[src/rtl/core/bhc_pkg.sv]
// package: constants, action codes and shared types of the byte histogram
package bhc_pkg;

	localparam int NUM_BINS     = 256;
	localparam int COUNT_WIDTH  = 32;
	localparam int BIN_AW       = (NUM_BINS > 1) ? $clog2(NUM_BINS) : 1;
	localparam int ACTION_WIDTH = 2;
	localparam int VALUE_WIDTH  = 8;
	localparam int SUM_WIDTH    = 48;
	localparam int OUT_WIDTH    = 32;

	localparam logic [ACTION_WIDTH-1:0] ACT_COUNT = 2'd0;
	localparam logic [ACTION_WIDTH-1:0] ACT_READ  = 2'd1;
	localparam logic [ACTION_WIDTH-1:0] ACT_CLEAR = 2'd2;

	localparam logic [COUNT_WIDTH-1:0] COUNT_MAX = '1;

	typedef struct packed {
		logic [ACTION_WIDTH-1:0] action;
		logic [VALUE_WIDTH-1:0]  value;
	} item_t;

	typedef struct packed {
		logic [OUT_WIDTH-1:0] bin_count;
		logic [SUM_WIDTH-1:0] check_sum;
		logic [OUT_WIDTH-1:0] byte_total;
	} result_t;

	// low output bits of a count of any supported width
	function automatic logic [OUT_WIDTH-1:0] out_low(input logic [COUNT_WIDTH-1:0] v);
		logic [63:0] w;
		w = 64'(v);
		return w[OUT_WIDTH-1:0];
	endfunction

endpackage

[src/rtl/core/bhc_update.sv]
// read-modify-write stage: bin increment with forwarding, checksum and total
module bhc_update import bhc_pkg::*; (
	input  logic                   clk,
	input  logic                   arst_n,
	input  logic                   valid_s1,
	input  item_t                  item_s1,
	input  logic [COUNT_WIDTH-1:0] rd_data,
	output logic                   wr_en,
	output logic [BIN_AW-1:0]      wr_addr,
	output logic [COUNT_WIDTH-1:0] wr_data,
	output logic                   res_valid,
	output result_t                res
);

	logic                   fwd_valid_q;
	logic [BIN_AW-1:0]      fwd_addr_q;
	logic [COUNT_WIDTH-1:0] fwd_data_q;
	logic [SUM_WIDTH-1:0]   sum_q;
	logic [COUNT_WIDTH-1:0] total_q;

	logic [BIN_AW-1:0]      addr;
	logic                   in_range;
	logic [COUNT_WIDTH-1:0] cur;
	logic [COUNT_WIDTH-1:0] bin_next;
	logic [SUM_WIDTH-1:0]   sum_next;
	logic [COUNT_WIDTH-1:0] total_next;

	assign addr     = item_s1.value[BIN_AW-1:0];
	assign in_range = {1'b0, item_s1.value} < (VALUE_WIDTH+1)'(NUM_BINS);

	// the word written last cycle is not yet visible in the ram read
	assign cur      = (fwd_valid_q && fwd_addr_q == addr) ? fwd_data_q : rd_data;
	assign bin_next = (cur == COUNT_MAX) ? cur : cur + COUNT_WIDTH'(1);

	assign wr_en   = valid_s1 && item_s1.action == ACT_COUNT && in_range;
	assign wr_addr = addr;
	assign wr_data = bin_next;

	always_comb begin
		sum_next   = sum_q;
		total_next = total_q;
		case (item_s1.action)
			ACT_COUNT: begin
				sum_next   = sum_q + SUM_WIDTH'(item_s1.value) + SUM_WIDTH'(1);
				total_next = (total_q == COUNT_MAX) ? total_q : total_q + COUNT_WIDTH'(1);
			end
			ACT_CLEAR: begin
				sum_next   = '0;
				total_next = '0;
			end
			default: begin
				sum_next   = sum_q;
				total_next = total_q;
			end
		endcase
	end

	always_ff @(posedge clk or negedge arst_n) begin
		if (!arst_n) begin
			sum_q       <= '0;
			total_q     <= '0;
			fwd_valid_q <= 1'b0;
		end else begin
			fwd_valid_q <= wr_en;
			if (valid_s1) begin
				sum_q   <= sum_next;
				total_q <= total_next;
			end
		end
	end

	always_ff @(posedge clk) begin
		if (wr_en) begin
			fwd_addr_q <= wr_addr;
			fwd_data_q <= wr_data;
		end
	end

	assign res_valid      = valid_s1;
	assign res.bin_count  = (item_s1.action == ACT_READ && in_range) ? out_low(cur) : '0;
	assign res.check_sum  = sum_next;
	assign res.byte_total = out_low(total_next);

endmodule

[config.mk]
export PLATFORM = sky130hd
export DESIGN_NAME = bhc_update
export DESIGN_NICKNAME = d
export VERILOG_FILES = /design/src/rtl/core/bhc_pkg.sv /design/src/rtl/core/bhc_update.sv
export SDC_FILE = /design/constraint.sdc
export NUM_CORES = 1
export LEC_CHECK = 0
export BUFFER_PORTS_ARGS = -buffer_cell sky130_fd_sc_hd__buf_4
export CAP_MARGIN = 20
export CORE_ASPECT_RATIO = 1.75
export CORE_MARGIN = 2
export CORE_UTILIZATION = 50
export CTS_CLUSTER_SIZE = 24
export DETAILED_ROUTE_END_ITERATION = 10
export GPL_ROUTABILITY_DRIVEN = 0
export GPL_TIMING_DRIVEN = 1
export PLACE_DENSITY = 0.74
export REMOVE_ABC_BUFFERS = 1
export SLEW_MARGIN = 20
export SYNTH_ARGS = -nofsm -noshare
export SYNTH_HDL_FRONTEND = slang
export SYNTH_SLANG_ARGS = --single-unit
[constraint.sdc]
create_clock -name clk -period 6.6 [get_ports clk]
set_clock_uncertainty 0.05 [all_clocks]
set_input_delay 0.66 -clock clk [delete_from_list [all_inputs] [get_ports clk]]
set_output_delay 0.66 -clock clk [all_outputs]
set_load 0.01 [all_outputs]
==> flow_metrics.env <==
export IMPL_cts_tree="done"
export IMPL_clk_root_buffer_cell="clkbuf_16"
export IMPL_fin_tns_setup_ns=0
export IMPL_clk_latency_ns=0.42
export IMPL_drive_above_1_share_pct=21.1
export IMPL_start_kind="register"
export IMPL_ys_types=74
export IMPL_fmax_mhz=219
export IMPL_synthTopCellsByArea="dfrtp_1, edfxtp_1, nor2_1"
export IMPL_reg2reg_depth=7
export IMPL_critPathMaxStageDelay_ns=0.68
export IMPL_dr_pass1_iters=5
export IMPL_grt_pass1_vias=9467
export IMPL_grt_setup_unrepaired="false"
export IMPL_ff_latch_area_um2=3230
export IMPL_ir_worst_vdd_uv=141
export IMPL_synth_warnings=0
export IMPL_clockPowerShare_pct=38.5
export IMPL_hold_viol=0
export IMPL_chipWidth_um=108
export IMPL_use_met2_pct=52.7
export IMPL_crit_start="fwd_addr_q[6]"
export IMPL_worst_path_stages=9
export IMPL_power_leakage_uw=0.00485
export IMPL_wire_per_inst_um=19.2
export IMPL_worst_pin_slew_ns=1.07
export IMPL_end_kind="output pin"
export IMPL_h_tree_depth=4
export IMPL_synthArstFlopShare_pct=66.9
export IMPL_rows=66
export IMPL_fillerInstances=1696
export IMPL_cp_top_family="simple AND/OR/NAND/NOR gates"
export IMPL_crit_required_ns=5.89
export IMPL_p_int_uw=1650
export IMPL_dp_hpwl_mm=21.2
export IMPL_port_buffers=198
export IMPL_start_util_pct=51.1
export IMPL_diodes=0
export IMPL_area_delta_synth_final_pct=22.6
export IMPL_synth_cells=1162
export IMPL_drv_cap=0
export IMPL_crit_path_cell_trace="xnor2_1 -> nand4_1 -> or3_1 -> buf_4 -> a32o_1 -> nor3_2 -> a311o_1 -> and3_1 -> buf_4"
export IMPL_synth_top_area_share_pct=21.3
export IMPL_die_area_um2=20200
export IMPL_cts_sinks=121
export IMPL_drv_slew=0
export IMPL_top_level_ports=199
export IMPL_grt_max_degree=109
export IMPL_placed_cells=1533
export IMPL_p_seq_share_pct=36.3
export IMPL_drc=0
export IMPL_r2r_end="fwd_data_q[21]"
export IMPL_antenna_found_initial=0
export IMPL_r2r_slack_ns=3.02
export IMPL_critPathKind="reg2out"
export IMPL_switchingPower_uw=801
export IMPL_worst_path_max_delay_cell="or3_1"
export IMPL_avgViaCountPerCell=6.28
export IMPL_slew_headroom_pct=28.6
export IMPL_total_power_uw=2450
export IMPL_clockBufferDepth=2
export IMPL_core_area_um2=18700
export IMPL_cts_setup_buffers=0
export IMPL_use_met1_pct=32.7
export IMPL_worstPathMaxFanout=23
export IMPL_syn_area_um2=9530
export IMPL_finalCritPeriodShare_pct=69.2
export IMPL_fin_crit_ns=4.56
export IMPL_whs_ns=0.0294
export IMPL_wl_mm=30.0
export IMPL_multi_input_area_um2=5890
export IMPL_crit_reg2reg_launch="fwd_addr_q[6]"
export IMPL_via_count=9830
export IMPL_power_frac_comb_pct=25.2
export IMPL_crit_top_cell="buf_4"
export IMPL_numCtsBuffers=17
export IMPL_path_clk_slew_ns=0.06
export IMPL_layout_cells_non_filler=1565
export IMPL_ys_seq_area_share_pct=33.9
export IMPL_synth_area_per_cell_um2=8.20
export IMPL_use_met3_pct=5.34
export IMPL_power_density_nw_per_um2=209
export IMPL_antenna_left=0
export IMPL_grt_usage_pct=29.4
export IMPL_hold_path_class="in2async"
export IMPL_synth_edf_count=40
export IMPL_finalSetupViolCount=0
export IMPL_yosys_most_used_dff="dfrtp_1"
export IMPL_overflow=0
export IMPL_nNetsFinal=1369
export IMPL_die_h_um=187
export IMPL_drt_iter0_drc=771
export IMPL_hold_buffers=0
export IMPL_ys_ff_latch=121
export IMPL_busiest_layer="met2"
export IMPL_critical_path_buf_inv_count=2
export IMPL_grt_pass1_wl_mm=47.8
export IMPL_swShare_pct=32.7
export IMPL_post_cts_resized=0
export IMPL_synth_area_leader_cell="dfrtp_1"
export IMPL_status="complete, no violations"
export IMPL_cp_arrival_ns=3.85
[final cells by class]
type,count,area share [%]
inverters,24,0.771
clock inverters,10,0.749
repair buffers,211,13.6
well taps,238,2.55
flip-flops and latches,121,27.6
multi-input cells,939,50.4
clock buffers,22,4.34
[logic make-up after synthesis]
kind of cell,Yosys count,synth area share (%)
simple gates,514,27.7
compound gates,300,21.2
flops,121,33.9
buf+inv,102,4.59
xor+xnor,74,6.80
mux,41,4.41
fa+ha+maj,10,1.39
[Yosys cell counts (8+ instances only)]
master    instances
o21ai_0          79
a22o_1           14
clkbuf_1         53
o211ai_1         18
a211o_1          12
mux2i_1          33
o31ai_1          21
nor4_1           17
a31oi_1           9
xnor2_1          48
inv_1            23
nor3_1           25
dfrtp_1          81
edfxtp_1         40
ha_1              9
nand2_1         113
a21oi_1          58
a21o_1           12
or4_1            11
nand3_1          74
and3_1           34
nor2_1          122
or3_1            20
a211oi_1         12
mux2_2            8
xor2_1           26
nand2b_1          8
buf_4            10
and4_1           15
nand4_1          28
and2_1           13
[per-layer routing]
layer / part of all wire [%] / wire length (um)
met5: 0 / 0
met4: 3.8 / 1150
met2: 53 / 15800
met1: 37 / 11300
met3: 6.2 / 1850
[how the worst max path moves through the flow]
stage,endpoint,slack (ns)
floorplan,sum_q[42],0.95
finish,wr_data[21],2.04
detailed placement,wr_data[21],2.10
global placement,res[48],2.00
global route,wr_data[21],1.79
CTS,wr_data[21],2.05
[through the flow]
stage,util (%),setup slack [ns],area (um2)
detailed placement,59.4,2.10,11100
global placement,59.4,2.00,11100
floorplan,-,0.947,9190
finish,62.6,2.04,11700
CTS,62.6,2.05,11700
global route,62.6,1.79,11700
[placed cells by master (no fill, tap or decap), types with 13 or more instances in the layout]
| cell | count |
|---|---|
| a21oi_1 | 58 |
| o211ai_1 | 18 |
| edfxtp_1 | 40 |
| o21ai_0 | 79 |
| and2_1 | 13 |
| nor2_1 | 121 |
| nor4_1 | 17 |
| and3_1 | 34 |
| o31ai_1 | 21 |
| nand3_1 | 74 |
| clkbuf_16 | 19 |
| buf_4 | 211 |
| inv_1 | 23 |
| or3_1 | 20 |
| and4_1 | 15 |
| a22o_1 | 14 |
| xor2_1 | 26 |
| xnor2_1 | 48 |
| mux2i_1 | 33 |
| nand2_1 | 112 |
| nor3_1 | 25 |
| nand4_1 | 28 |
| dfrtp_1 | 81 |
[registers in the layout, indices dropped and copies added, names as in the netlist]
signal       flops
total_q         32
sum_q           48
fwd_valid_q      1
fwd_addr_q       8
fwd_data_q      32
[worst register-to-register path, delay by kind of cell, from the launching register on]
kind	cells	cell delay, ns
compound gates	1	0.43
xor+xnor	1	0.25
flops	1	0.39
mux	1	0.80
simple gates	4	1.41
[power by group through the flow]
stage	registers [uW]	clock network, uW	logic (uW)
after CTS	887	953	613
after floorplan	885	0	351
after global placement	897	0	602
final	888	943	615
after global routing	898	989	676
after detailed placement	900	0	610
(Power assumes the default switching activity.)
