## src/rtl/core/bhc_pkg.sv

```systemverilog
// package: constants, action codes and shared types of the byte histogram
package bhc_pkg;

	localparam int NUM_BINS     = 256;
	localparam int COUNT_WIDTH  = 32;
	localparam int BIN_AW       = (NUM_BINS > 1) ? $clog2(NUM_BINS) : 1;
	localparam int ACTION_WIDTH = 2;
	localparam int VALUE_WIDTH  = 8;
	localparam int SUM_WIDTH    = 48;
	localparam int OUT_WIDTH    = 32;

	localparam logic [ACTION_WIDTH-1:0] ACT_COUNT = 2'd0;
	localparam logic [ACTION_WIDTH-1:0] ACT_READ  = 2'd1;
	localparam logic [ACTION_WIDTH-1:0] ACT_CLEAR = 2'd2;

	localparam logic [COUNT_WIDTH-1:0] COUNT_MAX = '1;

	typedef struct packed {
		logic [ACTION_WIDTH-1:0] action;
		logic [VALUE_WIDTH-1:0]  value;
	} item_t;

	typedef struct packed {
		logic [OUT_WIDTH-1:0] bin_count;
		logic [SUM_WIDTH-1:0] check_sum;
		logic [OUT_WIDTH-1:0] byte_total;
	} result_t;

	// low output bits of a count of any supported width
	function automatic logic [OUT_WIDTH-1:0] out_low(input logic [COUNT_WIDTH-1:0] v);
		logic [63:0] w;
		w = 64'(v);
		return w[OUT_WIDTH-1:0];
	endfunction

endpackage

```

## src/rtl/core/bhc_out_fifo.sv

```systemverilog
// two-entry result queue between the update stage and the output port
module bhc_out_fifo import bhc_pkg::*; (
	input  logic       clk,
	input  logic       arst_n,
	input  logic       push,
	input  result_t    push_data,
	input  logic       pop,
	output logic       head_valid,
	output result_t    head,
	output logic [1:0] count
);

	result_t    entry_q [2];
	logic       wr_ptr_q;
	logic       rd_ptr_q;
	logic [1:0] cnt_q;

	always_ff @(posedge clk or negedge arst_n) begin
		if (!arst_n) begin
			wr_ptr_q <= 1'b0;
			rd_ptr_q <= 1'b0;
			cnt_q    <= 2'd0;
		end else begin
			if (push) begin
				wr_ptr_q <= ~wr_ptr_q;
			end
			if (pop) begin
				rd_ptr_q <= ~rd_ptr_q;
			end
			cnt_q <= cnt_q + 2'(push) - 2'(pop);
		end
	end

	always_ff @(posedge clk) begin
		if (push) begin
			entry_q[wr_ptr_q] <= push_data;
		end
	end

	assign head_valid = cnt_q != 2'd0;
	assign head       = entry_q[rd_ptr_q];
	assign count      = cnt_q;

endmodule

```

## config.mk

```make
export PLATFORM = sky130hd
export DESIGN_NAME = bhc_out_fifo
export DESIGN_NICKNAME = d
export VERILOG_FILES = /design/src/rtl/core/bhc_pkg.sv /design/src/rtl/core/bhc_out_fifo.sv
export SDC_FILE = /design/constraint.sdc
export NUM_CORES = 1
export LEC_CHECK = 0
export BUFFER_PORTS_ARGS = -buffer_cell sky130_fd_sc_hd__buf_4
export CORE_UTILIZATION = 52
export DETAILED_ROUTE_END_ITERATION = 8
export GPL_ROUTABILITY_DRIVEN = 0
export HOLD_SLACK_MARGIN = 0.05
export PLACE_DENSITY = 0.8
export SYNTH_ARGS = -nofsm -noshare
export SYNTH_HDL_FRONTEND = slang
export SYNTH_SLANG_ARGS = --single-unit
```

## constraint.sdc

```tcl
create_clock -name clk -period 6.6 [get_ports clk]
set_input_delay 0.66 -clock clk [delete_from_list [all_inputs] [get_ports clk]]
set_output_delay 0.66 -clock clk [all_outputs]
set_load 0.1 [all_outputs]
```

==> results of run 1 <==
## metrics by stage
stage | util (%) | cell area, um2 | setup slack (ns)
2_1_floorplan | - | 8570 | 0.478
3_3_place_gp | 65.5 | 10500 | 3.34
3_5_place_dp | 65.5 | 10500 | 3.31
4_1_cts | 69.8 | 11200 | 2.78
5_1_grt | 69.8 | 11200 | 2.67
6_report | 69.8 | 11200 | 2.83
## final cells by class
type,instances,area (um2),share of cell area [%]
clock buffers,30,602,5.39
clock inverters,9,66.3,0.594
inverters,2,7.51,0.0673
multi-input cells,120,1620,14.5
flip-flops and latches,228,6830,61.2
well taps,216,270,2.42
repair buffers,235,1770,15.8
## cell families after synthesis
family                   share of synthesized area [%]
flip-flops                                        79.7
multiplexers                                      17.8
buffers and inverters                             1.55
XOR/XNOR                                         0.482
AND/OR/NAND/NOR                                  0.219
adder cells (fa/ha/maj)                          0.292
## cell usage in the layout, fill, tap and decap left out, drive strengths merged
master / count
inv: 2
nor2b: 1
xor3: 1
and2: 1
buf: 234
or2: 1
clkinvlp: 1
ha: 2
clkinv: 7
edfxtp: 224
dlygate4sd3: 1
xor2: 2
dfrtp: 4
mux2: 112
clkbuf: 30
bufinv: 1
## sequential cells by signal, indices dropped and copies added, names as in the netlist
signal / cells
entry_q: 224
count: 2
rd_ptr_q: 1
wr_ptr_q: 1
## what timing repair did
item | CTS | global route
hold endpoints to repair | 4 | 0
setup endpoints to repair | 0 | 0
hold buffers | 1 | 0
## metal layers
layer,GRT usage [%],vias to the layer above
met2,29.4,180
met1,19.4,2049
li1,-,1934
met4,5.75,0
met5,0,-
met3,5.17,26
## cell usage after synthesis
cell	instances	share of area, %
xor3_1	1	0.28
inv_1	2	0.088
edfxtp_1	224	79
buf_6	8	1.1
mux2_4	70	12
buf_2	4	0.23
dfrtp_1	4	1.2
or2_2	1	0.073
nor2b_1	1	0.073
buf_8	1	0.18
xor2_1	2	0.20
mux2_2	42	5.5
and2_1	1	0.073
ha_1	2	0.29
## critical path, cell delays in order, from the launching register on
cell	delay [ns]
dfrtp_4	1.12
buf_4	0.79
mux2_2	0.41
buf_4	0.23
## how the worst max path moves through the flow
stage	endpoint	slack (ns)	startpoint
floorplan	entry_q[0][0]	0.48	push
global placement	head[0]	3.34	rd_ptr_q
detailed placement	head[0]	3.31	rd_ptr_q
CTS	head[0]	2.78	rd_ptr_q
global route	head[1]	2.67	rd_ptr_q
finish	head[0]	2.83	rd_ptr_q
==> run metrics, run 1 <==
top sig layer=met4; period utilization=57.0%; Reg-to-Reg End=entry_q[1][92]; mapped cell area=8570 um2; Clock Latency Late Sink=0.49 ns; setup repair bufs after CTS=0; CTS max path bufs=3; HP Class=in2reg; top fanout value on the critical path=68; die width=130 um; vias in the first global route=4,278; CP Data Required Time=5.94 ns; Max Freq=266 MHz; Worst Setup Start Kind=flop; Final #Nets=728; final critical delay including setup and external delays=around 3.8 ns; gr ovfl total=0; post-route insts no fill=840; Syn Area/Cell=23.6 um2; clk_skew=0.00935 ns; outcome=complete, no violations; Die ar.=17,000 um2; sum of negative setup slack=0 ns; Met2 Routed Length=about 7.5 mm; Crit Path Category=reg2out; total core area=16,000 um2; Core Rows=46; Yosys reg bits=roughly 230; Final Hold Vio Count=0; Net Count, Synth=481; count of different cell masters after synthesis=14; Yosys warning count=0; RSZ-0062 raised after global routing=no; max_cap viols=0; Total Routing Usage GR=between 15 and 20%; Critical Path End Type=output pin; HPWL after DPL=approximately 10 mm; Worst R2R Start=wr_ptr_q; H-tree lvl count=1; CTS Buf Count=23; Slew Limit Fails=0; worst hold stages=1; area grow syn2layout=30.3%; Clock Sinks=roughly 230; post-cts sizing count=0; Worst Hold Launch=push_data[49]; num ports=roughly 230; TritonRoute pass-1 iters=4; M1 WL=between 5 and 6 mm; Clock transition at path regs=0.06 ns; IO buf count=230; met3 WL=~1.4 mm; Reg2Reg Depth=2; Worst Hold Path EP=entry_q[1][49]; DR vias=4,189; Initial Utilization=53.6%; DR WL/cell=~18 um; flop2flop setup slack=4.32 ns; worst slew pin tran=about 1.0 ns; DRT iter0 DRCs=239; placed cells=800; clk root buf=clkbuf_16; number of setup violations in the final report=0; max_slew headroom=a little under a third; initial antenna violation count=0; Synth Instances=363; worst hold slack=0.349 ns; share of the yosys chip area belonging to registers=79.7%; final WL=15.0 mm; Worst EP arrival=3.11 ns; # DRC=0; post-route ant nets=0; Via density=4.99; first-pass GRT wire length=around 21 mm; # fillers=1,053; Die Y=roughly 130 um; TritonCTS clock tree=built; largest net degree at the start of global routing=69; layout cells sized above 1=approximately 60%; diodes inserted=0
Power of run 1 is left out: the tool's default activity adds up to more than one toggle a clock period on the data nets, which glitch-free logic cannot reach.
==> run 2, diff against run 1 <==
Clock period 6.6 ns to 3.75 ns, I/O delays scaled along.
==> run metrics, run 2 (synthesized netlist as in run 1, its figures left out) <==
Crit path top cell by count=buf_4; commonest non-fill, non-tap cells in the layout=232 x buf_4, 224 x edfxtp_1, 70 x mux2_4; TritonCTS clock tree=built; HP Class=in2reg; final WL=16.9 mm (+13%); area of the multi-input gates=1620 um2 (unchanged); DR vias=4,497 (+7.4%); Critical Path End Type=output pin; number of setup violations in the final report=0 (unchanged); sum of negative setup slack=0 ns (unchanged); IO buf count=230 (unchanged); Worst Setup Start Kind=flop; RSZ-0062 raised after global routing=no; area grow syn2layout=38.5%; HPWL after DPL=10.2 mm (+4.4%); Total Routing Usage GR=17.4% (+0.74 points); first-pass GRT wire length=22.1 mm (+3.2%); Clock Sinks=228 (unchanged); TritonRoute pass-1 iters=4 (unchanged); Worst EP arrival=2.38 ns (-0.73 ns); CTS Buf Count=23 (unchanged); Max Freq=~360 MHz; # fillers=956 (-9.2%); H-tree lvl count=1 (unchanged); die width=130 um (unchanged); Initial Utilization=53.6% (unchanged); max reg flops=224 (unchanged); setup repair bufs after CTS=0 (unchanged); post-route ant nets=0 (unchanged); vias in the first global route=4,278 (unchanged); Via density=4.96 (-0.58%); Clock Latency Late Sink=0.49 ns (about the same); max_cap viols=0 (unchanged); max_slew headroom=53.2% (+23 points); outcome=complete, no violations; Die Y=130 um (unchanged); top fanout value on the critical path=31 (-54%); gr ovfl total=0 (unchanged); delay-heaviest family, CP=flip-flops; Biggest register=entry_q; # DRC=0 (unchanged); initial antenna violation count=0 (unchanged); Slew Limit Fails=0 (unchanged); DRT iter0 DRCs=216 (-9.6%); Buf/Inv on CP=2 (unchanged); Die ar.=17,000 um2 (unchanged); largest net degree at the start of global routing=65 (-5.8%); num ports=231 (unchanged); biggest cell delay along the critical path=0.76 ns (-0.36 ns); final critical delay including setup and external delays=2.76 ns; Final #Nets=797 (+9.5%); CP Data Required Time=3.38 ns (-2.56 ns); Worst path slowest cell=dfrtp_4; critical path cell sequence=buf_4 -> mux2_2 -> buf_4; CTS max path bufs=3 (unchanged); register area=6830 um2 (unchanged); layout cells sized above 1=54.7% (-5.7 points); placed cells=801 (+0.13%); worst slew pin tran=0.702 ns (-0.342 ns); commonest non-fill, non-tap cell in the layout=buf_4; DR WL/cell=18.6 um (+4.3%); post-cts sizing count=0 (unchanged); Crit Path Category=reg2out; clk_skew=0.00696 ns (-0.00239 ns); worst setup margin=0.992 ns (-1.84 ns); period utilization=approximately 74%; Final Hold Vio Count=0 (unchanged); Core Rows=46 (unchanged); total core area=16,000 um2 (unchanged); post-route insts no fill=907 (+8.0%); Clock transition at path regs=0.06 ns (about the same); diodes inserted=0 (unchanged); clk root buf=clkbuf_16; DP Worst Slack=1.51 ns (-1.80 ns)
==> run 2: cell types whose count changed in the layout (fill, tap and decap cells not counted), moves of 2 or more <==
cell,before,now
buf_12,0,3
buf_4,234,232
clkbuf_1,7,2
clkinv_1,5,8
dlygate4sd3_1,1,69
==> run 2: final timing paths <==
path,from,end,slack [ns],cells after the start
max reg2reg,wr_ptr_q,entry_q[1][93],1.90,2
min,push_data[27],entry_q[0][27],0.07,1
min in group asynchronous,arst_n,rd_ptr_q,0.24,2
min reg2reg,wr_ptr_q,wr_ptr_q,0.55,1
max in group asynchronous,arst_n,rd_ptr_q,3.39,2
max,rd_ptr_q,head[111],0.99,3
==> run 2: timing repair <==
action	CTS	global route
setup endpoints to repair	0	0
hold buffers	1	68
hold endpoints to repair	4	130
==> run 2: through the flow <==
step	hold slack, ns	util [%]	instance area, um2
after floorplan	0.0794	-	8580
after global placement	0.180	65.8	10500
after detailed placement	0.182	65.8	10500
after CTS	0.0501	69.9	11200
after global routing	0.0483	74.2	11900
final	0.0708	74.2	11900
==> run 2: area by class of cell <==
cell class	instances	share of cell area, %
Multi-Input combinational cell	120	13.6
Clock inverter	12	0.527
Timing Repair Buffer	304	21.0
Clock buffer	25	4.91
Sequential cell	228	57.6
Tap cell	216	2.28
Inverter	2	0.0633
==> run 2: layer usage <==
layer	track usage (%)	wire, um	up-vias	share of wire [%]
li1	-	-	2070	-
met1	20.5	6430	2202	38
met2	30.3	8750	208	52
met3	6.60	1540	17	9.1
met4	4.39	187	0	1.1
met5	0	0	-	0
Power of run 2 is left out for the same reason.
==> run 3, diff against run 2 <==
Settings changed: CORE_UTILIZATION 52 to 47, PLACE_DENSITY 0.8 to 0.76.
Clock period 3.75 ns to 2.4 ns, I/O delays scaled along.
==> run metrics, run 3 (synthesized netlist as in run 1, its figures left out) <==
Initial Utilization=47.9% (-5.7 points); fin util=69.7% (-4.5 points); Die ar.=18,800 um2 (+10%); total core area=17,900 um2 (+12%); biggest cell delay along the critical path=0.50 ns (-0.26 ns); # fillers=1,101 (+15%); Buf/Inv on CP=2 (unchanged); CTS Buf Count=23 (unchanged); Clock transition at path regs=0.06 ns (about the same); # DRC=0 (unchanged); final WL=17.9 mm (+5.7%); layout cells sized above 1=52.2% (-2.6 points); clk_skew=0.00602 ns (-0.000939 ns); TritonCTS clock tree=built; max_slew headroom=66.8% (+14 points); RSZ-0062 raised after global routing=no; Worst EP arrival=1.94 ns (-0.44 ns); busiest grt layer=met2; commonest non-fill, non-tap cell in the layout=buf_4; setup repair bufs after CTS=0 (unchanged); Biggest register=entry_q; Reg-to-Reg End=entry_q[1][40]; CTS max path bufs=3 (unchanged); Max Freq=around 460 MHz; TritonRoute pass-1 iters=6 (+2); number of setup violations in the final report=0 (unchanged); period utilization=91.0%; Final Hold Vio Count=0 (unchanged); HPWL after DPL=10.2 mm (+0.11%); post-cts sizing count=0 (unchanged); Reg2Reg Depth=2 (unchanged); Via density=4.84 (-2.3%); Clock Sinks=228 (unchanged); top fanout value on the critical path=43 (+39%); clk root buf=clkbuf_16; initial antenna violation count=0 (unchanged); commonest non-fill, non-tap cells in the layout=234 x buf_4, 224 x edfxtp_1, 115 x dlygate4sd3_1; Core Rows=49 (+6.5%); gr ovfl total=0 (unchanged); Critical Path End Type=output pin; GR Util met3=3.85% (-2.7 points); flop2flop setup slack=0.98 ns (-0.92 ns); met2 Usage GRT=33.2% (+3.0 points); Total Routing Usage GR=18.2% (+0.71 points); vias in the first global route=5,066 (+18%); critical path cell sequence=buf_12 -> mux2_2 -> buf_4; num ports=231 (unchanged); H-tree lvl count=1 (unchanged); CP Data Required Time=2.16 ns (-1.22 ns); Worst Setup Start Kind=flop; HP Class=in2async; Crit Path Category=reg2out; first-pass GRT wire length=25.9 mm (+17%); outcome=complete, no violations; max_cap viols=0 (unchanged); DR WL/cell=18.4 um (-1.4%); area grow syn2layout=45.5%; DR vias=4,714 (+4.8%); Slew Limit Fails=0 (unchanged); Worst R2R Start=wr_ptr_q; Final #Nets=846 (+6.1%); diodes inserted=0 (unchanged); post-route ant nets=0 (unchanged); Clock Latency Late Sink=0.49 ns (about the same); die width=137 um (+5.1%); IO buf count=230 (unchanged); GRT met1 Usage=21.1% (+0.62 points); Die Y=137 um (+5.1%); DRT iter0 DRCs=218 (+0.93%); largest net degree at the start of global routing=80 (+23%); max reg flops=224 (unchanged); final critical delay including setup and external delays=2.18 ns; Worst path slowest cell=dfrtp_4; Hold Buf Count CTS=115 (+114); delay-heaviest family, CP=buffers and inverters; worst slew pin tran=0.497 ns (-0.205 ns)
run 3: changes by cell type in the layout (fill, tap and decap cells not counted), sizes merged:
cell         before  now
clkbuf           25   26
inv               3    2
dlygate4sd3      69  115
buf             235  238
bufinv            0    3
clkinv           10   11
run 3: per-layer routing:
layer	vias to the layer above	share of wire, %
li1	2175	-
met1	2312	39
met2	189	52
met3	38	6.6
met4	0	2.7
met5	-	0
run 3: area by class of cell:
type                            count  area (um2)  area share, %
Clock inverter                     15         151           1.21
Clock buffer                       26         587           4.71
Timing Repair Buffer              353        2990           24.0
Inverter                            2        7.51         0.0602
Sequential cell                   228        6830           54.8
Tap cell                          229         287           2.30
Multi-Input combinational cell    120        1620           13.0
run 3: worst max path at each step:
| stage | end | cells past startpoint | from |
|---|---|---|---|
| 6_report | head[1] | 3 | rd_ptr_q |
| 5_1_grt | head[1] | 3 | rd_ptr_q |
| 4_1_cts | head[1] | 3 | rd_ptr_q |
| 3_5_place_dp | head[1] | 3 | rd_ptr_q |
| 3_3_place_gp | head[13] | 3 | rd_ptr_q |
| 2_1_floorplan | entry_q[0][0] | 1 | wr_ptr_q |
run 3: through the flow:
stage	setup slack [ns]	hold WS (ns)	TNS [ns]	std cells	instance area, um2
global route	0.162	0.0990	0	973	12500
CTS	0.183	0.0647	0	973	12500
finish	0.215	0.0901	0	973	12500
global placement	0.722	0.0447	0	817	10600
floorplan	-0.109	-0.0556	-12.20	363	8580
detailed placement	0.716	0.0427	0	817	10600
Power of run 3 is left out for the same reason.
